`src/rtl/plob_ram.sv`:
```
// Generic simple dual-port RAM with registered read.
`timescale 1ns / 1ps

module plob_ram #(
   parameter int WIDTH = 8,
   parameter int DEPTH = 16
) (
   input  logic                     clock,
   input  logic                     wr_en,
   input  logic [$clog2(DEPTH)-1:0] wr_addr,
   input  logic [WIDTH-1:0]         wr_data,
   input  logic [$clog2(DEPTH)-1:0] rd_addr,
   output logic [WIDTH-1:0]         rd_data
);

   logic [WIDTH-1:0] mem [DEPTH];
   logic [WIDTH-1:0] rd_data_ff;

   always_ff @(posedge clock) begin
      if (wr_en) begin
         mem[wr_addr] <= wr_data;
      end
      rd_data_ff <= mem[rd_addr];
   end

   assign rd_data = rd_data_ff;

endmodule

```
`config.mk`:
```
export PLATFORM = sky130hd
export DESIGN_NAME = plob_ram
export DESIGN_NICKNAME = d
export VERILOG_FILES = /design/src/rtl/plob_ram.sv
export SDC_FILE = /design/constraint.sdc
export NUM_CORES = 1
export LEC_CHECK = 0
export BUFFER_PORTS_ARGS = -buffer_cell sky130_fd_sc_hd__buf_2
export CAP_MARGIN = 25
export CORE_MARGIN = 1
export CORE_UTILIZATION = 50
export DETAILED_ROUTE_END_ITERATION = 10
export PLACE_DENSITY = 0.67
export SYNTH_ARGS = -nofsm -noshare
export SYNTH_HDL_FRONTEND = slang
export SYNTH_SLANG_ARGS = --single-unit
```
`constraint.sdc`:
```
create_clock -name clock -period 6 [get_ports clock]
set_clock_uncertainty 0.15 [all_clocks]
set_input_delay 1.5 -clock clock [delete_from_list [all_inputs] [get_ports clock]]
set_output_delay 1.5 -clock clock [all_outputs]
set_load 0.01 [all_outputs]
```
Yosys cells after proc, flatten, opt, wreduce, memory -nomap -nowiden:

Memory sizes are Yosys's and may differ from the RTL's. A register that Yosys moved wholly into a read port is not among the register bits.
Index checks and enable logic that the tools add are counted.

* flip-flop bits (word level): 0
* memory bits (writable): 128
* output and inout port bits: 8
* word-level logic and storage cells: 3
* memories kept: 1

* muxes and demuxes: 2

Memory list
* mem: words 16, bits a word 8, rd ports 1, clocked after memory_dff 1, write ports 1, line 16 `logic [WIDTH-1:0] mem [DEPTH];`

Operators with widths (number)
* 1-bit two-way mux: 2

Longest topological paths before layout:

Gate-level depths: netlist of the first run.

* word-level depth: 2
* depth in mapped cells: 5

Least setup slack after synthesis of the first run:

Ideal clock, no wire load.

* kind: input to register
* start point: in wr_addr[2]
* end point: mem mem[0][0] (enable)
* setup time: 0.383 ns
* arrival: 2.610 ns
* data required time: 5.467 ns
* slack: 2.857 ns
* cell stages on the path: 2
* buffers on the path: 0
* cells stage by stage: or3b_2 -> nor3_1

RTL lines
* from (decl): line 10 `input logic [$clog2(DEPTH)-1:0] wr_addr,`
* to (decl): line 16

No word-level cell before the write port.

Worst setup path in the final report of the first run:

* start point: in wr_addr[2]
* end point: mem mem[0][4] (enable)

No word-level cell before the write port.

==> results of run 1 <==
==> layout make-up <==
class | instances | share of cell area (%)
tap | 133 | 2.80
clock inverter | 10 | 2.17
timing repair buffer | 28 | 2.48
clock buffer | 21 | 7.38
multi-input combinational | 83 | 17.9
sequential | 136 | 67.3
==> registers in the layout (all words and copies together), names as in the netlist <==
register and flops:
mem 128, rd_data 8
==> power by group <==
part           switching, mW  internal, mW
clock                  0.359         0.637
sequential           0.00614          1.06
combinational         0.0559        0.0384
total                  0.421          1.74
==> metrics by stage <==
stage	setup slack, ns	area [um^2]	hold slack (ns)
3_5_place_dp	2.51	5380	0.512
5_1_grt	3.01	5950	0.538
2_1_floorplan	2.86	5150	0.479
6_report	3.05	5950	0.508
4_1_cts	3.06	5950	0.517
3_3_place_gp	2.56	5380	0.506
==> synthesized netlist by cell type <==
cell type        instances  area (um^2)
nand2_1                  9         33.8
buf_2                    3         15.0
mux4_2                  18          405
nand2b_1                 2         12.5
nand3b_1                 2         15.0
or3b_2                   1         8.76
and2b_1                  1         7.51
clkdlybuf4s25_2          3         30.0
mux4_1                  14          368
buf_6                    3         33.8
a22oi_1                 16          120
nor3_1                   4         20.0
buf_4                    1         7.51
edfxtp_1               128         3840
nor2b_1                  1         6.26
nand3_1                  1         5.00
dfxtp_1                  8          160
nor2_1                  13         48.8
and2_1                   1         6.26
==> worst reg2reg max path, cell delays in order (launching register included) <==
cell and delay [ns]:
edfxtp_1 0.39, mux4_1 0.50, a22oi_1 0.28, nand2_1 0.11
==> logic make-up after synthesis <==
| logic type | count (synthesis) | share of synthesized area [%] |
|---|---|---|
| AOI/OAI and AO/OA | 16 | 2.33 |
| and+or+nand+nor | 35 | 3.18 |
| DFF | 136 | 77.8 |
| buffers and inverters | 10 | 1.68 |
| muxes | 32 | 15.0 |
==> metal layers <==
layer | GRT usage [%] | part of all wire [%] | up-vias
met5 | 0 | 0 | -
met4 | 7.37 | 1.2 | 0
met3 | 5.91 | 6.4 | 10
met2 | 28.5 | 48 | 92
met1 | 27.7 | 44 | 1209
li1 | - | - | 1043
==> cells in the final DEF, fill, tap and decap left out, types with 2 or more instances in the layout <==
cell,n
nand3b_1,2
clkbuf_8,2
edfxtp_1,128
buf_4,3
buf_2,25
nor3_1,3
clkbuf_1,3
a22oi_1,16
nand2_1,9
dfxtp_1,8
mux4_1,14
nand2b_1,2
mux4_2,18
clkinv_2,4
clkinvlp_4,2
bufinv_16,3
nor2_1,13
clkbuf_16,16
==> worst paths after layout <==
path | from | to | slack, ns | cells after the start
setup / recovery | wr_addr[2] | mem[0][4]$_DFFE_PP_ | 3.05 | 3
hold / removal | mem[14][0]$_DFFE_PP_ | rd_data[0]$_DFF_P_ | 0.51 | 3
setup reg to reg | mem[0][5]$_DFFE_PP_ | rd_data[5]$_DFF_P_ | 4.45 | 3
hold reg to reg | mem[14][0]$_DFFE_PP_ | rd_data[0]$_DFF_P_ | 0.51 | 3
==> out/results.txt, run 1 <==
status: finished clean
Top Family by Delay on Critical Path: simple AND/OR/NAND/NOR gates
drt pass-1 iters: 4
row cnt: 36
clock-pin slew on the worst setup and hold paths: 0.06 ns
max-capacitance violation count: 0
distinct cell type count after synthesis: 19
Placed Cells: 380
number of fill cells: 681
Fmax: 339 MHz
Synth Area per Inst: 22.5 um^2
VDD IR max: 223 uV
share of the clock period used by the worst path: 49.1%
Vias: 2,354
clock sinks: 136
largest net degree at the start of global routing: 33
Post-CTS Hold Buffers: 0
Seq cells post-synth: 136
GRT overflow: 0
post-layout net count: 284
Buffers & Inverters on Critical Path: 1
# IOs: 26
worst path cell trace: buf_2, or3b_2, nor3_1
CTS root buf: clkbuf_8
die area: 10,700 um^2
crit path kind: primary input to flip-flop
Warnings, synthesis: 0
Util after Layout: 60.3%
Clk Latency, worst-skew pair: 0.51 ns
slowest CP cell: nor3_1
CTS Buf Count: 17
post-route ant nets: 0
Critical Path Max Stage Delay: 0.79 ns
core area: 9860 um^2
drc violations: 0
crit-path max FO: 8
post-cts gate resize count: 0
Final setup viols: 0
CP required: 5.98 ns
final setup TNS: 0 ns
Pins Over Slew Limit: 0
clock period minus worst slack: 2.95 ns
hold crit path type: flip-flop to flip-flop
critical path capture point type: flip-flop
layout cells sized above 1: 27.0%
syn_nets: 247
Worst Tran Pin Value: 1.01 ns
PortBufs: 25
crit path DAT: 2.92 ns
endpoints failing hold: 0
Total Wirelength: 9300 um
1st-iter DRT viols: 137
Multi-input gate area: 1060 um^2
number of H-tree levels: 4
CP Launch Type: primary input
DIE HEIGHT: 103 um
n_diodes: 0
Die X: 103 um
sequential element share of the synthesized area: 77.8%
Clock Path Buffers: 2
first-pass GRT wire length: 13,600 um
vias in the first global route: 2,256
initial antenna violation count: 0
Layout area overhead: 15.6%
Slew Limit Headroom: 32.4%
final std cells w/o fill: 411
HPWL after DPL: 5650 um
Initial Util: 52.2%
unrepaired setup endpoints after global routing: false
Power Density: 363 nW/um^2
Syn Inst Count: 229
P_leak: 1.99 nW
FF+latch area: 4000 um^2
setup bufs post-CTS: 0
synthesized area: 5150 um^2
drt wl/cell: 22.6 um
GRT Total Usage: 19.4%
CTS tree: done
vias per cell: 5.73
GP Congestion: 0.735
Pwr Total: 2.16 mW
(Power assumes the default switching activity.)
==> run 2, diff against run 1 <==
--- a/config.mk
+++ b/config.mk
@@ -10,7 +10,7 @@
 export CORE_MARGIN = 1
 export CORE_UTILIZATION = 50
 export DETAILED_ROUTE_END_ITERATION = 10
-export PLACE_DENSITY = 0.67
+export PLACE_DENSITY = 0.7
 export SYNTH_ARGS = -nofsm -noshare
 export SYNTH_HDL_FRONTEND = slang
 export SYNTH_SLANG_ARGS = --single-unit
==> constraint.sdc (replaced) <==
create_clock -name clock -period 2.7 [get_ports clock]
set_clock_uncertainty 0.15 [all_clocks]
set_input_delay 0.675 -clock clock [delete_from_list [all_inputs] [get_ports clock]]
set_output_delay 0.675 -clock clock [all_outputs]
set_load 0.01 [all_outputs]
==> run 2 against run 1 <==
Effect of this change: flip-flop and latch count is the same; global-route usage increased by 0.76 points; sequential power rose by 120%; clock-buffer cell count grew 4; worst hold slack got worse by 0.11 ns; design area grew 0.90%; critical endpoint is now rd_data[1]; largest cell class unchanged.
==> out/results.txt, run 2 (synthesis results as in run 1) <==
HPWL after DPL: 5830 um (+3.1%)
crit path kind: flip-flop to output port
first-pass GRT wire length: 14,100 um (+4.0%)
Slew Limit Headroom: 54.9% (+23 points)
Fmax: 527 MHz
1st-iter DRT viols: 143 (+4.4%)
GRT Total Usage: 20.2% (+0.76 points)
CTS root buf: clkbuf_8
CTS Buf Count: 17 (unchanged)
status: finished clean
most frequent cells in the layout: 128 x edfxtp_1, 25 x buf_2, 18 x mux4_2, 17 x buf_4
vias in the first global route: 2,418 (+7.2%)
endpoints failing hold: 0 (unchanged)
# IOs: 26 (unchanged)
Clock power frac: 42.1% (-4.0 points)
Clk Latency, worst-skew pair: 0.51 ns (about the same)
Total Wirelength: 9460 um (+1.7%)
Pwr Total: 4.49 mW (+110%)
clock period minus worst slack: 1.90 ns
layout cells sized above 1: 28.9% (+1.9 points)
Placed Area: 5520 um^2 (+2.6%)
Finished Cell Area: 6000 um^2 (+0.90%)
pre-CTS setup slack: 0.351 ns (-2.16 ns)
Die X: 103 um (unchanged)
worst path cell trace: buf_2
Comb pwr share: 4.8% (+0.4 points)
share of the clock period used by the worst path: 70.3%
CTS tree: done
post-cts gate resize count: 0 (unchanged)
Multi-input gate area: 1060 um^2 (-0.47%)
largest net degree at the start of global routing: 33 (unchanged)
drt wl/cell: 22.2 um (-2.1%)
setup bufs post-CTS: 0 (unchanged)
Clock Path Buffers: 2 (unchanged)
Reg power frac: 53.0% (+3.5 points)
post-route ant nets: 0 (unchanged)
final std cells w/o fill: 427 (+3.9%)
GP Congestion: 0.714 (-2.9%)
number of H-tree levels: 4 (unchanged)
critical path capture point type: output port
number of fill cells: 671 (-1.5%)
Critical Path Max Stage Delay: 0.40 ns (-0.39 ns)
core area: 9860 um^2 (unchanged)
Top Family by Delay on Critical Path: flip-flops
Post-CTS Hold Buffers: 0 (unchanged)
vias per cell: 5.72 (-0.15%)
DIE HEIGHT: 103 um (unchanged)
NetSw: 897 uW (+110%)
Placed Cells: 396 (+4.2%)
hold crit path type: primary input to flip-flop
Power Density: 747 nW/um^2 (+110%)
unrepaired setup endpoints after global routing: false
FF+latch area: 4000 um^2 (unchanged)
slowest CP cell: dfxtp_1
Vias: 2,442 (+3.7%)
max FFs per register: 128 (unchanged)
P_leak: 2.04 nW (+2.9%)
initial antenna violation count: 0 (unchanged)
final setup TNS: 0 ns (unchanged)
CP required: 1.88 ns (-4.10 ns)
VDD IR max: 322 uV (+44%)
clock sinks: 136 (unchanged)
Largest Register: mem
Initial Util: 52.2% (unchanged)
commonest non-fill, non-tap cell in the layout: edfxtp_1
max-capacitance violation count: 0 (unchanged)
post-layout net count: 300 (+5.6%)
Final setup viols: 0 (unchanged)
clock-pin slew on the worst setup and hold paths: 0.06 ns (about the same)
CP Launch Type: flip-flop
Power Internal: 3.59 mW (+110%)
die area: 10,700 um^2 (unchanged)
PortBufs: 25 (unchanged)
crit-path max FO: 1 (-7)
n_diodes: 0 (unchanged)
switch share: 20.0% (+0.48 points)
drt pass-1 iters: 4 (unchanged)
drc violations: 0 (unchanged)
Layout area overhead: 16.6%
row cnt: 36 (unchanged)
Buffers & Inverters on Critical Path: 1 (unchanged)
GRT overflow: 0 (unchanged)
Worst Tran Pin Value: 0.674 ns (-0.332 ns)
Setup WS post-layout: 0.801 ns (-2.25 ns)
Pins Over Slew Limit: 0 (unchanged)
crit path DAT: 1.07 ns (-1.85 ns)
==> run 2: path summary, 6_finish.rpt <==
| check | from | end | slack, ns | cells past startpoint |
|---|---|---|---|---|
| setup / recovery | rd_data[1]$_DFF_P_ | rd_data[1] | 0.80 | 1 |
| hold / removal | wr_data[0] | mem[14][0]$_DFFE_PP_ | 0.39 | 1 |
| setup reg to reg | mem[9][1]$_DFFE_PP_ | rd_data[1]$_DFF_P_ | 1.15 | 3 |
| hold reg to reg | mem[15][4]$_DFFE_PP_ | rd_data[4]$_DFF_P_ | 0.52 | 3 |
==> run 2: metal layers <==
layer / part of all wire, % / routed length, um / GRT usage [%]
met1: 43 / 4050 / 26.8
met2: 50 / 4730 / 31.3
met3: 5.7 / 538 / 5.58
met4: 1.5 / 143 / 9.43
met5: 0 / 0 / 0
==> run 2: layout make-up <==
type                    count  area share [%]
flip-flops and latches    136            66.7
multi-input cells          83            17.6
clock buffers              25            7.57
repair buffers             44            4.88
well taps                 133            2.77
clock inverters             6           0.459
==> run 2: through the flow <==
stage	utilization [%]	hold slack, ns
floorplan	-	0.479
global placement	56.0	0.502
detailed placement	56.0	0.501
CTS	60.8	0.378
global route	60.8	0.383
finish	60.8	0.395
==> run 2: power groups by stage <==
stage               Sequential [mW]  Combinational, mW  Clock (mW)
CTS                            2.38              0.222        1.92
detailed placement             2.42              0.220           0
global placement               2.42              0.217           0
floorplan                      2.42              0.120           0
global route                   2.38              0.237        2.00
finish                         2.38              0.217        1.89
