<file path="src/rtl/plob_pkg.sv">
// Shared types and constants for the price level order book.
`timescale 1ns / 1ps

package plob_pkg;

   localparam int ID_W    = 12;
   localparam int PRICE_W = 32;
   localparam int QTY_W   = 31;
   localparam int LVL_W   = 6;
   localparam int STAT_W  = 2;

   // order table word: live, side, price, size
   localparam int ORDER_WORD_W = 2 + PRICE_W + QTY_W;

   localparam logic [QTY_W-1:0] SIZE_MAX = {QTY_W{1'b1}};

   typedef enum logic [1:0] {
      OP_ADD    = 2'd0,
      OP_MODIFY = 2'd1,
      OP_REMOVE = 2'd2,
      OP_QUERY  = 2'd3
   } op_type;

   typedef enum logic [STAT_W-1:0] {
      ST_OK      = 2'd0,
      ST_UNKNOWN = 2'd1,
      ST_FULL    = 2'd2,
      ST_LIVE    = 2'd3
   } status_type;

   typedef enum logic [1:0] {
      FSM_CLEAR = 2'd0,
      FSM_IDLE  = 2'd1,
      FSM_EXEC  = 2'd2
   } fsm_type;

   typedef enum logic [2:0] {
      CELL_HOLD    = 3'd0,
      CELL_ADD_HIT = 3'd1,
      CELL_ADD_NEW = 3'd2,
      CELL_MODIFY  = 3'd3,
      CELL_REMOVE  = 3'd4
   } cell_op_type;

   typedef struct packed {
      cell_op_type             op;
      logic [PRICE_W-1:0]      price;
      logic [QTY_W-1:0]        qty;
      logic [QTY_W-1:0]        old_size;
   } cell_cmd_type;

   typedef struct packed {
      logic [1:0]         opcode;
      logic [ID_W-1:0]    order_tag;
      logic               side;
      logic [PRICE_W-1:0] price_ticks;
      logic [QTY_W-1:0]   quantity;
      logic [LVL_W-1:0]   level_number;
   } req_type;

endpackage

</file>
<file path="src/rtl/plob_cell.sv">
// One price level cell; shifts toward its neighbors on insert and close.
`timescale 1ns / 1ps

module plob_cell #(
   parameter int   COUNT_W = 13,
   parameter int   TOTAL_W = 44,
   parameter logic IS_ASK  = 1'b0
) (
   input  logic                          clock,
   input  logic                          reset,
   input  plob_pkg::cell_cmd_type        cmd,
   input  logic                          close_level,
   // neighbor toward the best price
   input  logic                          left_valid,
   input  logic [plob_pkg::PRICE_W-1:0]  left_price,
   input  logic [TOTAL_W-1:0]            left_total,
   input  logic [COUNT_W-1:0]            left_count,
   input  logic                          left_after,
   input  logic                          left_rm,
   // neighbor toward the worse price
   input  logic                          right_valid,
   input  logic [plob_pkg::PRICE_W-1:0]  right_price,
   input  logic [TOTAL_W-1:0]            right_total,
   input  logic [COUNT_W-1:0]            right_count,
   output logic                          valid,
   output logic [plob_pkg::PRICE_W-1:0]  price,
   output logic [TOTAL_W-1:0]            total,
   output logic [COUNT_W-1:0]            count,
   output logic                          match,
   output logic                          after,
   output logic                          rm,
   output logic                          closing
);

   logic                         valid_ff, valid_in;
   logic [plob_pkg::PRICE_W-1:0] price_ff, price_in;
   logic [TOTAL_W-1:0]           total_ff, total_in;
   logic [COUNT_W-1:0]           count_ff, count_in;
   logic                         better;

   assign better  = IS_ASK ? (cmd.price < price_ff) : (cmd.price > price_ff);
   assign match   = valid_ff && (price_ff == cmd.price);
   // new price belongs somewhere behind this level
   assign after   = valid_ff && !better;
   assign rm      = match || left_rm;
   assign closing = match && (count_ff == '0 || count_ff == COUNT_W'(1));

   always_comb begin
      valid_in = valid_ff;
      price_in = price_ff;
      total_in = total_ff;
      count_in = count_ff;
      unique case (cmd.op)
         plob_pkg::CELL_HOLD: begin
         end
         plob_pkg::CELL_ADD_HIT: begin
            if (match) begin
               total_in = total_ff + TOTAL_W'(cmd.qty);
               count_in = count_ff + COUNT_W'(1);
            end
         end
         plob_pkg::CELL_ADD_NEW: begin
            if (!after) begin
               if (left_after) begin
                  valid_in = 1'b1;
                  price_in = cmd.price;
                  total_in = TOTAL_W'(cmd.qty);
                  count_in = COUNT_W'(1);
               end else begin
                  valid_in = left_valid;
                  price_in = left_price;
                  total_in = left_total;
                  count_in = left_count;
               end
            end
         end
         plob_pkg::CELL_MODIFY: begin
            if (match) begin
               total_in = total_ff - TOTAL_W'(cmd.old_size) + TOTAL_W'(cmd.qty);
            end
         end
         plob_pkg::CELL_REMOVE: begin
            if (close_level) begin
               if (rm) begin
                  valid_in = right_valid;
                  price_in = right_price;
                  total_in = right_total;
                  count_in = right_count;
               end
            end else if (match) begin
               total_in = total_ff - TOTAL_W'(cmd.old_size);
               count_in = (count_ff != '0) ? count_ff - COUNT_W'(1) : count_ff;
            end
         end
         default: begin
         end
      endcase
   end

   always_ff @(posedge clock) begin
      if (reset) begin
         valid_ff <= 1'b0;
      end else begin
         valid_ff <= valid_in;
      end
      price_ff <= price_in;
      total_ff <= total_in;
      count_ff <= count_in;
   end

   assign valid = valid_ff;
   assign price = price_ff;
   assign total = total_ff;
   assign count = count_ff;

endmodule

</file>
<file path="config.mk">
export PLATFORM = sky130hd
export DESIGN_NAME = plob_cell
export DESIGN_NICKNAME = d
export VERILOG_FILES = /design/src/rtl/plob_pkg.sv /design/src/rtl/plob_cell.sv
export SDC_FILE = /design/constraint.sdc
export NUM_CORES = 1
export LEC_CHECK = 0
export BUFFER_PORTS_ARGS = -buffer_cell sky130_fd_sc_hd__buf_2
export CAP_MARGIN = 20
export CORE_MARGIN = 2
export CORE_UTILIZATION = 48
export DETAILED_ROUTE_END_ITERATION = 10
export PLACE_DENSITY = 0.8
export SYNTH_ARGS = -nofsm -noshare
export SYNTH_HDL_FRONTEND = slang
export SYNTH_SLANG_ARGS = --single-unit
</file>
<file path="constraint.sdc">
create_clock -name clock -period 4.9 [get_ports clock]
set_input_delay 0.98 -clock clock [delete_from_list [all_inputs] [get_ports clock]]
set_output_delay 0.98 -clock clock [all_outputs]
set_load 0.1 [all_outputs]
</file>
== Word-level counts from Yosys, hierarchy flattened ==
Cells that the tools add are included.

* Output and inout port bits: 94
* Register bits after elaboration: 90

* $lt $le $gt $ge: 1
* Equality and inequality tests: 14
* Reduce and logical (&&, ||, !) cells: 14
* Add/subtract/negate cells: 5
* Muxes and demuxes: 26

{| class="wikitable"
|+ Operator list
! cell !! number
|-
| 2-to-1 mux 44 bit || 7
|-
| case mux 44 bit (4 select lines) || 1
|-
| 2-to-1 mux 32 bit || 4
|-
| 2-to-1 mux 13 bit || 7
|-
| adder 44 x 31 -> 44 bit || 2
|-
| case mux 32 bit (2 select lines) || 1
|-
| subtractor 44 x 31 -> 44 bit || 1
|-
| case mux 13 bit (3 select lines) || 1
|-
| equality test 32 bit || 1
|-
| greater-than comparator 32 bit || 1
|-
| adder 13 x 1 -> 13 bit (second input constant) || 1
|-
| equality test 13 x 1 -> 1 bit (second input constant) || 1
|-
| logical NOT 13 bit || 1
|-
| nonzero test 13 bit || 1
|-
| subtractor 13 x 1 -> 13 bit (second input constant) || 1
|-
| AND reduction 6 bit || 2
|-
| != test 2 bit (second input constant) || 5
|-
| != test 3 bit (second input constant) || 3
|-
| equality test 3 x 2 -> 1 bit (second input constant) || 2
|-
| 2-to-1 mux 1 bit || 4
|-
| AND reduction 4 bit || 1
|-
| nonzero test 4 bit || 1
|-
| equality test 3 x 1 -> 1 bit (second input constant) || 1
|-
| equality test 3 bit (second input constant) || 1
|-
| other kinds (6) || 9
|}

== Depth between registers and ports, before layout ==
* Word-level depth: 6
* Mapped depth: 22
* Mapped depth without buffers: 22

== Least setup slack after synthesis ==
OpenSTA, ideal clock, no wires.

* Kind: register -> output
* Start point: reg price_ff, in the netlist price[26]
* End point: out closing
* Stages on the path, launching flop included: 8
* Arrival: 5.507 ns
* Setup slack: -1.587 ns
* Required time: 3.920 ns
* Path through: edfxtp_1 -> inv_1 -> ha_1 -> nand4_1 -> nor4_1 -> and4_1 -> nor4b_4 -> nor3b_1

* Longest elaborated chain between the ends: 3

{| class="wikitable"
|+ RTL lines
! item !! line !! source
|-
| from (decl) || plob_cell.sv:36 || <nowiki>logic [plob_pkg::PRICE_W-1:0] price_ff, price_in;</nowiki>
|-
| from (signal assigned) || plob_cell.sv:106 || <nowiki>price_ff <= price_in;</nowiki>
|-
| equality test 32 bit || plob_cell.sv:42 || <nowiki>assign match = valid_ff && (price_ff == cmd.price);</nowiki>
|-
| logical AND 1 bit || plob_cell.sv:42 ||
|-
| named net match || plob_cell.sv:29 || <nowiki>output logic match,</nowiki>
|-
| logical AND 1 bit || plob_cell.sv:46 || <nowiki>assign closing = match && (count_ff == '0 || count_ff == COUNT_W'(1));</nowiki>
|-
| to (decl) || plob_cell.sv:32 || <nowiki>output logic closing</nowiki>
|}

The timed path passes the listed nets, and every way through them passes these cells.

== Worst setup path after layout ==
* Start point: in cmd[4] (netlist name)
* End point: reg total_ff[34], in the netlist total[34] (data pin)

* Longest elaborated chain between the ends: 4

{| class="wikitable"
|+ RTL lines
! item !! line !! source
|-
| from (decl) || plob_cell.sv:11 || <nowiki>input plob_pkg::cell_cmd_type cmd,</nowiki>
|-
| subtractor 44 x 31 -> 44 bit (*) || plob_cell.sv:79, plob_cell.sv:91 ||
|-
| adder 44 x 31 -> 44 bit / 2-to-1 mux 44 bit (equally long branches) || plob_cell.sv:79, plob_cell.sv:90 ||
|-
| 2-to-1 mux 44 bit, on equally long branches || plob_cell.sv:78, plob_cell.sv:83 ||
|-
| case mux 44 bit (4 select lines) (*) || plob_cell.sv:53 || <nowiki>unique case (cmd.op)</nowiki>
|-
| named net total_in[34] || plob_cell.sv:37 || <nowiki>logic [TOTAL_W-1:0] total_ff, total_in;</nowiki>
|-
| to (signal assigned) || plob_cell.sv:107 || <nowiki>total_ff <= total_in;</nowiki>
|-
| to (decl) || plob_cell.sv:37 ||
|}

The timed path passes the listed nets; every way through them passes the cells marked *. The select of a mux whose other input is x is not followed.
A chain may end at the register's enable or synchronous reset.

==> impl_metrics.tcl <==
set metrics [dict create \
    status "complete, but fails checks" \
    violations "negative setup slack" \
    p_leak_nw 7.35 \
    slew_violations 0 \
    hold_class "reg -> reg" \
    yosysUniqueCellTypes 93 \
    tns_ns -0.311 \
    tightest_slew_ns 1.12 \
    synth_top_area_cell "edfxtp_1" \
    yosysWarnings 0 \
    drive_gt1_share_pct 40.8 \
    yosys_register_bits 90 \
    path_max_fanout 4 \
    setup.worst_path.start_class "input port" \
    synthFlopType "edfxtp_1" \
    p_per_area_nw_per_um2 265 \
    setup_ws_ns -0.104 \
    synth_seq_area_share_pct 24.2 \
    whs_path_depth 2 \
    fin_util_pct 70.4 \
    syn-cell-area_um2 11100 \
    htree_levels 3 \
    drt_pass1_iterations 7 \
    die_y_um 156 \
    overflow 0 \
    gr-usage-all-layers_pct 36.6 \
    cts_tree "yes" \
    seqPwrFrac_pct 23.7 \
    slowest_delay_ns 0.42 \
    dieArea_um2 24400 \
    ir_worst_vdd_uv 180 \
    drc 0 \
    path_cells "buf_8 > inv_6 > ha_4 > a21o_1 > or3_4 > o21ai_4 > nand2_4 > a21boi_2 > buf_4 > xor2_2 > o21ai_1 > ha_1 > a21oi_2 > o21ai_2 > a211oi_2 > o31a_1 > nor3_2 > or3_4 > a211o_1 > o21ai_2 > xnor2_1 > o221ai_1" \
    wirelength_mm 47.6 \
    gp_congestion 1.06 \
    cts_sinks 90 \
    hold_end "valid" \
    grt_first_pass_wirelength_mm 69.2 \
    min_period_ns 5.00 \
    antenna_found_initial 5 \
    nNetsFinal 2312 \
    portBuffers 375 \
    ys_top_cells_by_area "edfxtp_1 24%, ha_1 11%, o21ai_0 6.1%" \
    critPathKind "in -> reg" \
    slew_headroom_pct 25.4 \
    power.net_switching_mw 1.83 \
    core_area_um2 22700 \
    combPwrFrac_pct 57.0 \
    rr_endpoint "total[34]" \
    grt_start_max_net_pins 70 \
    netlist_top_cells_count "152 x nand2_1, 136 x o21ai_0, 104 x a21oi_1" \
    rows 55 \
    avgRoutedWirePerCell_um 21.4 \
    hpwl_mm 36.7 \
    r2r_slack_ns 0.14 \
    clockPowerShare_pct 19.3 \
    final_hold_viol_count 0 \
    reg2regPathDepth 20 \
    via_per_inst 6.14 \
    syn-num-nets 1759 \
    first_iter_violations 1642 \
    critPathRequiredTime_ns 4.97 \
    cp_num_buf_inv 3 \
    path_clk_slew_ns 0.07 \
    synth_enable_flop_cells 89 \
    root_buffer "clkbuf_16" \
    start_util_pct 49.0 \
    final_area_um2 16000 \
    grt_pass1_vias 13000 \
    swShare_pct 43.2 \
    finClkSkew_ns 0.0116 \
    async_flop_share_pct 0 \
    cp_top_family "compound AO/OA/AOI/OAI gates" \
    die_x_um 156 \
    yosysMostFrequentCell "nand2_1" \
    ios 376 \
    critPathSlowestCell "or3_4" \
    clock_insertion_delay_worst_skew_ns 0.36 \
    reg2reg_from "total[4]" \
    clock_path_buffers 2 \
    clock.fmax_ghz 0.200 \
    final_antenna_net_count 0 \
    critPathCaptureType "flop" \
    cts_inserted_buffers 9 \
    grt_setup_unrepaired "true" \
    yosys.area.top_type_share_pct 24.0 \
    holdCritStartpoint "valid" \
    finalCritPeriodShare_pct 102 \
    arrival_ns 5.08 \
    netlist_instances 1376 \
    synth.avg_cell_area_um2 8.09 \
    dpl_cell_area_um2 14700 \
    intPower_mw 2.40 \
    max_cap_violations 0 \
    syn_to_final_growth_pct 43.6 \
    setup_viol 9 \
    dr_total_vias 13700 \
]
==> logic make-up (layout without fill, tap and decap cells) <==
group	count (synthesis)	count (layout)	share of synthesized area, %
multiplexers	67	67	6.12
flip-flops	90	90	24.2
XOR/XNOR	95	95	7.67
AO/OA/AOI/OAI	448	448	26.3
AND/OR/NAND/NOR	419	419	18.6
buffers and inverters	156	714	5.57
other	0	5	0
adder cells (fa/ha/maj)	101	101	11.5
==> layout make-up <==
type / count / area (um^2)
flip-flops and latches: 90 / 2690
repair buffers: 615 / 3740
multi-input cells: 1130 / 8550
fillers: 1797 / 6710
clock inverters: 5 / 85.1
well taps: 285 / 357
diodes: 5 / 12.5
inverters: 83 / 324
clock buffers: 11 / 243
==> sequential cells by signal, indices dropped and copies added, names as in the netlist <==
name,cells
price,32
valid,1
count,13
total,44
==> worst max-delay path by stage <==
| stage | startpoint | to | slack [ns] | depth (start not counted) |
|---|---|---|---|---|
| 4_1_cts | cmd[4] | total[34] | -0.01 | 22 |
| 2_1_floorplan | price[31] | closing | -0.61 | 7 |
| 3_3_place_gp | cmd[4] | total[34] | -0.54 | 22 |
| 5_1_grt | cmd[4] | total[34] | -0.22 | 22 |
| 3_5_place_dp | cmd[0] | total[34] | -0.64 | 21 |
| 6_report | cmd[4] | total[34] | -0.10 | 22 |
==> timing repair <==
item	4_1_cts	5_1_grt
buffers inserted	18	17
gates resized for setup	43	110
pin swaps	19	74
hold buffers	0	0
endpoints found under the setup margin	20	27
==> power groups by stage <==
stage	sequential, mW	clock, mW	combinational (mW)
2_1_floorplan	1.33	0	0.965
3_3_place_gp	1.01	0	2.08
3_5_place_dp	1.01	0	2.11
4_1_cts	0.998	0.818	2.19
5_1_grt	1.01	0.845	2.55
6_report	1.00	0.817	2.41
==> stage by stage <==
stage | power (mW) | cells | setup slack (ns) | hold WS [ns]
after detailed placement | 3.12 | 2169 | -0.637 | 0.538
after floorplan | 2.29 | 1376 | -0.607 | 0.895
after CTS | 4.01 | 2203 | -0.0139 | 0.549
after global routing | 4.40 | 2224 | -0.224 | 0.562
final | 4.23 | 2224 | -0.104 | 0.539
after global placement | 3.09 | 2169 | -0.545 | 0.530
==> per-layer routing <==
metal  GRT usage (%)  share of wire, %
met5               0                 0
met4            17.9               5.3
met3            8.92               9.9
met2            60.2                46
met1            44.8                39
==> placed cells by master, fill, tap and decap left out, drive strengths merged, types with 52 or more instances in the layout <==
cell    count
mux2i      58
buf       615
nor2       89
ha         99
inv        82
xnor2      52
edfxtp     89
a21oi     108
o21ai     145
nand2     154
==> worst register-to-register path: stages, from the launching register on <==
cell	delay, ns
edfxtp_1	0.47
ha_4	0.26
a21o_1	0.19
or3_4	0.36
o21ai_4	0.22
nand2_4	0.10
a21boi_2	0.20
buf_4	0.16
xor2_2	0.15
o21ai_1	0.11
ha_1	0.38
a21oi_2	0.20
o21ai_2	0.09
a211oi_2	0.25
o31a_1	0.26
nor3_2	0.07
or3_4	0.42
a211o_1	0.27
o21ai_2	0.06
xnor2_1	0.13
o221ai_1	0.14
Power figures use the tool's default switching activity.
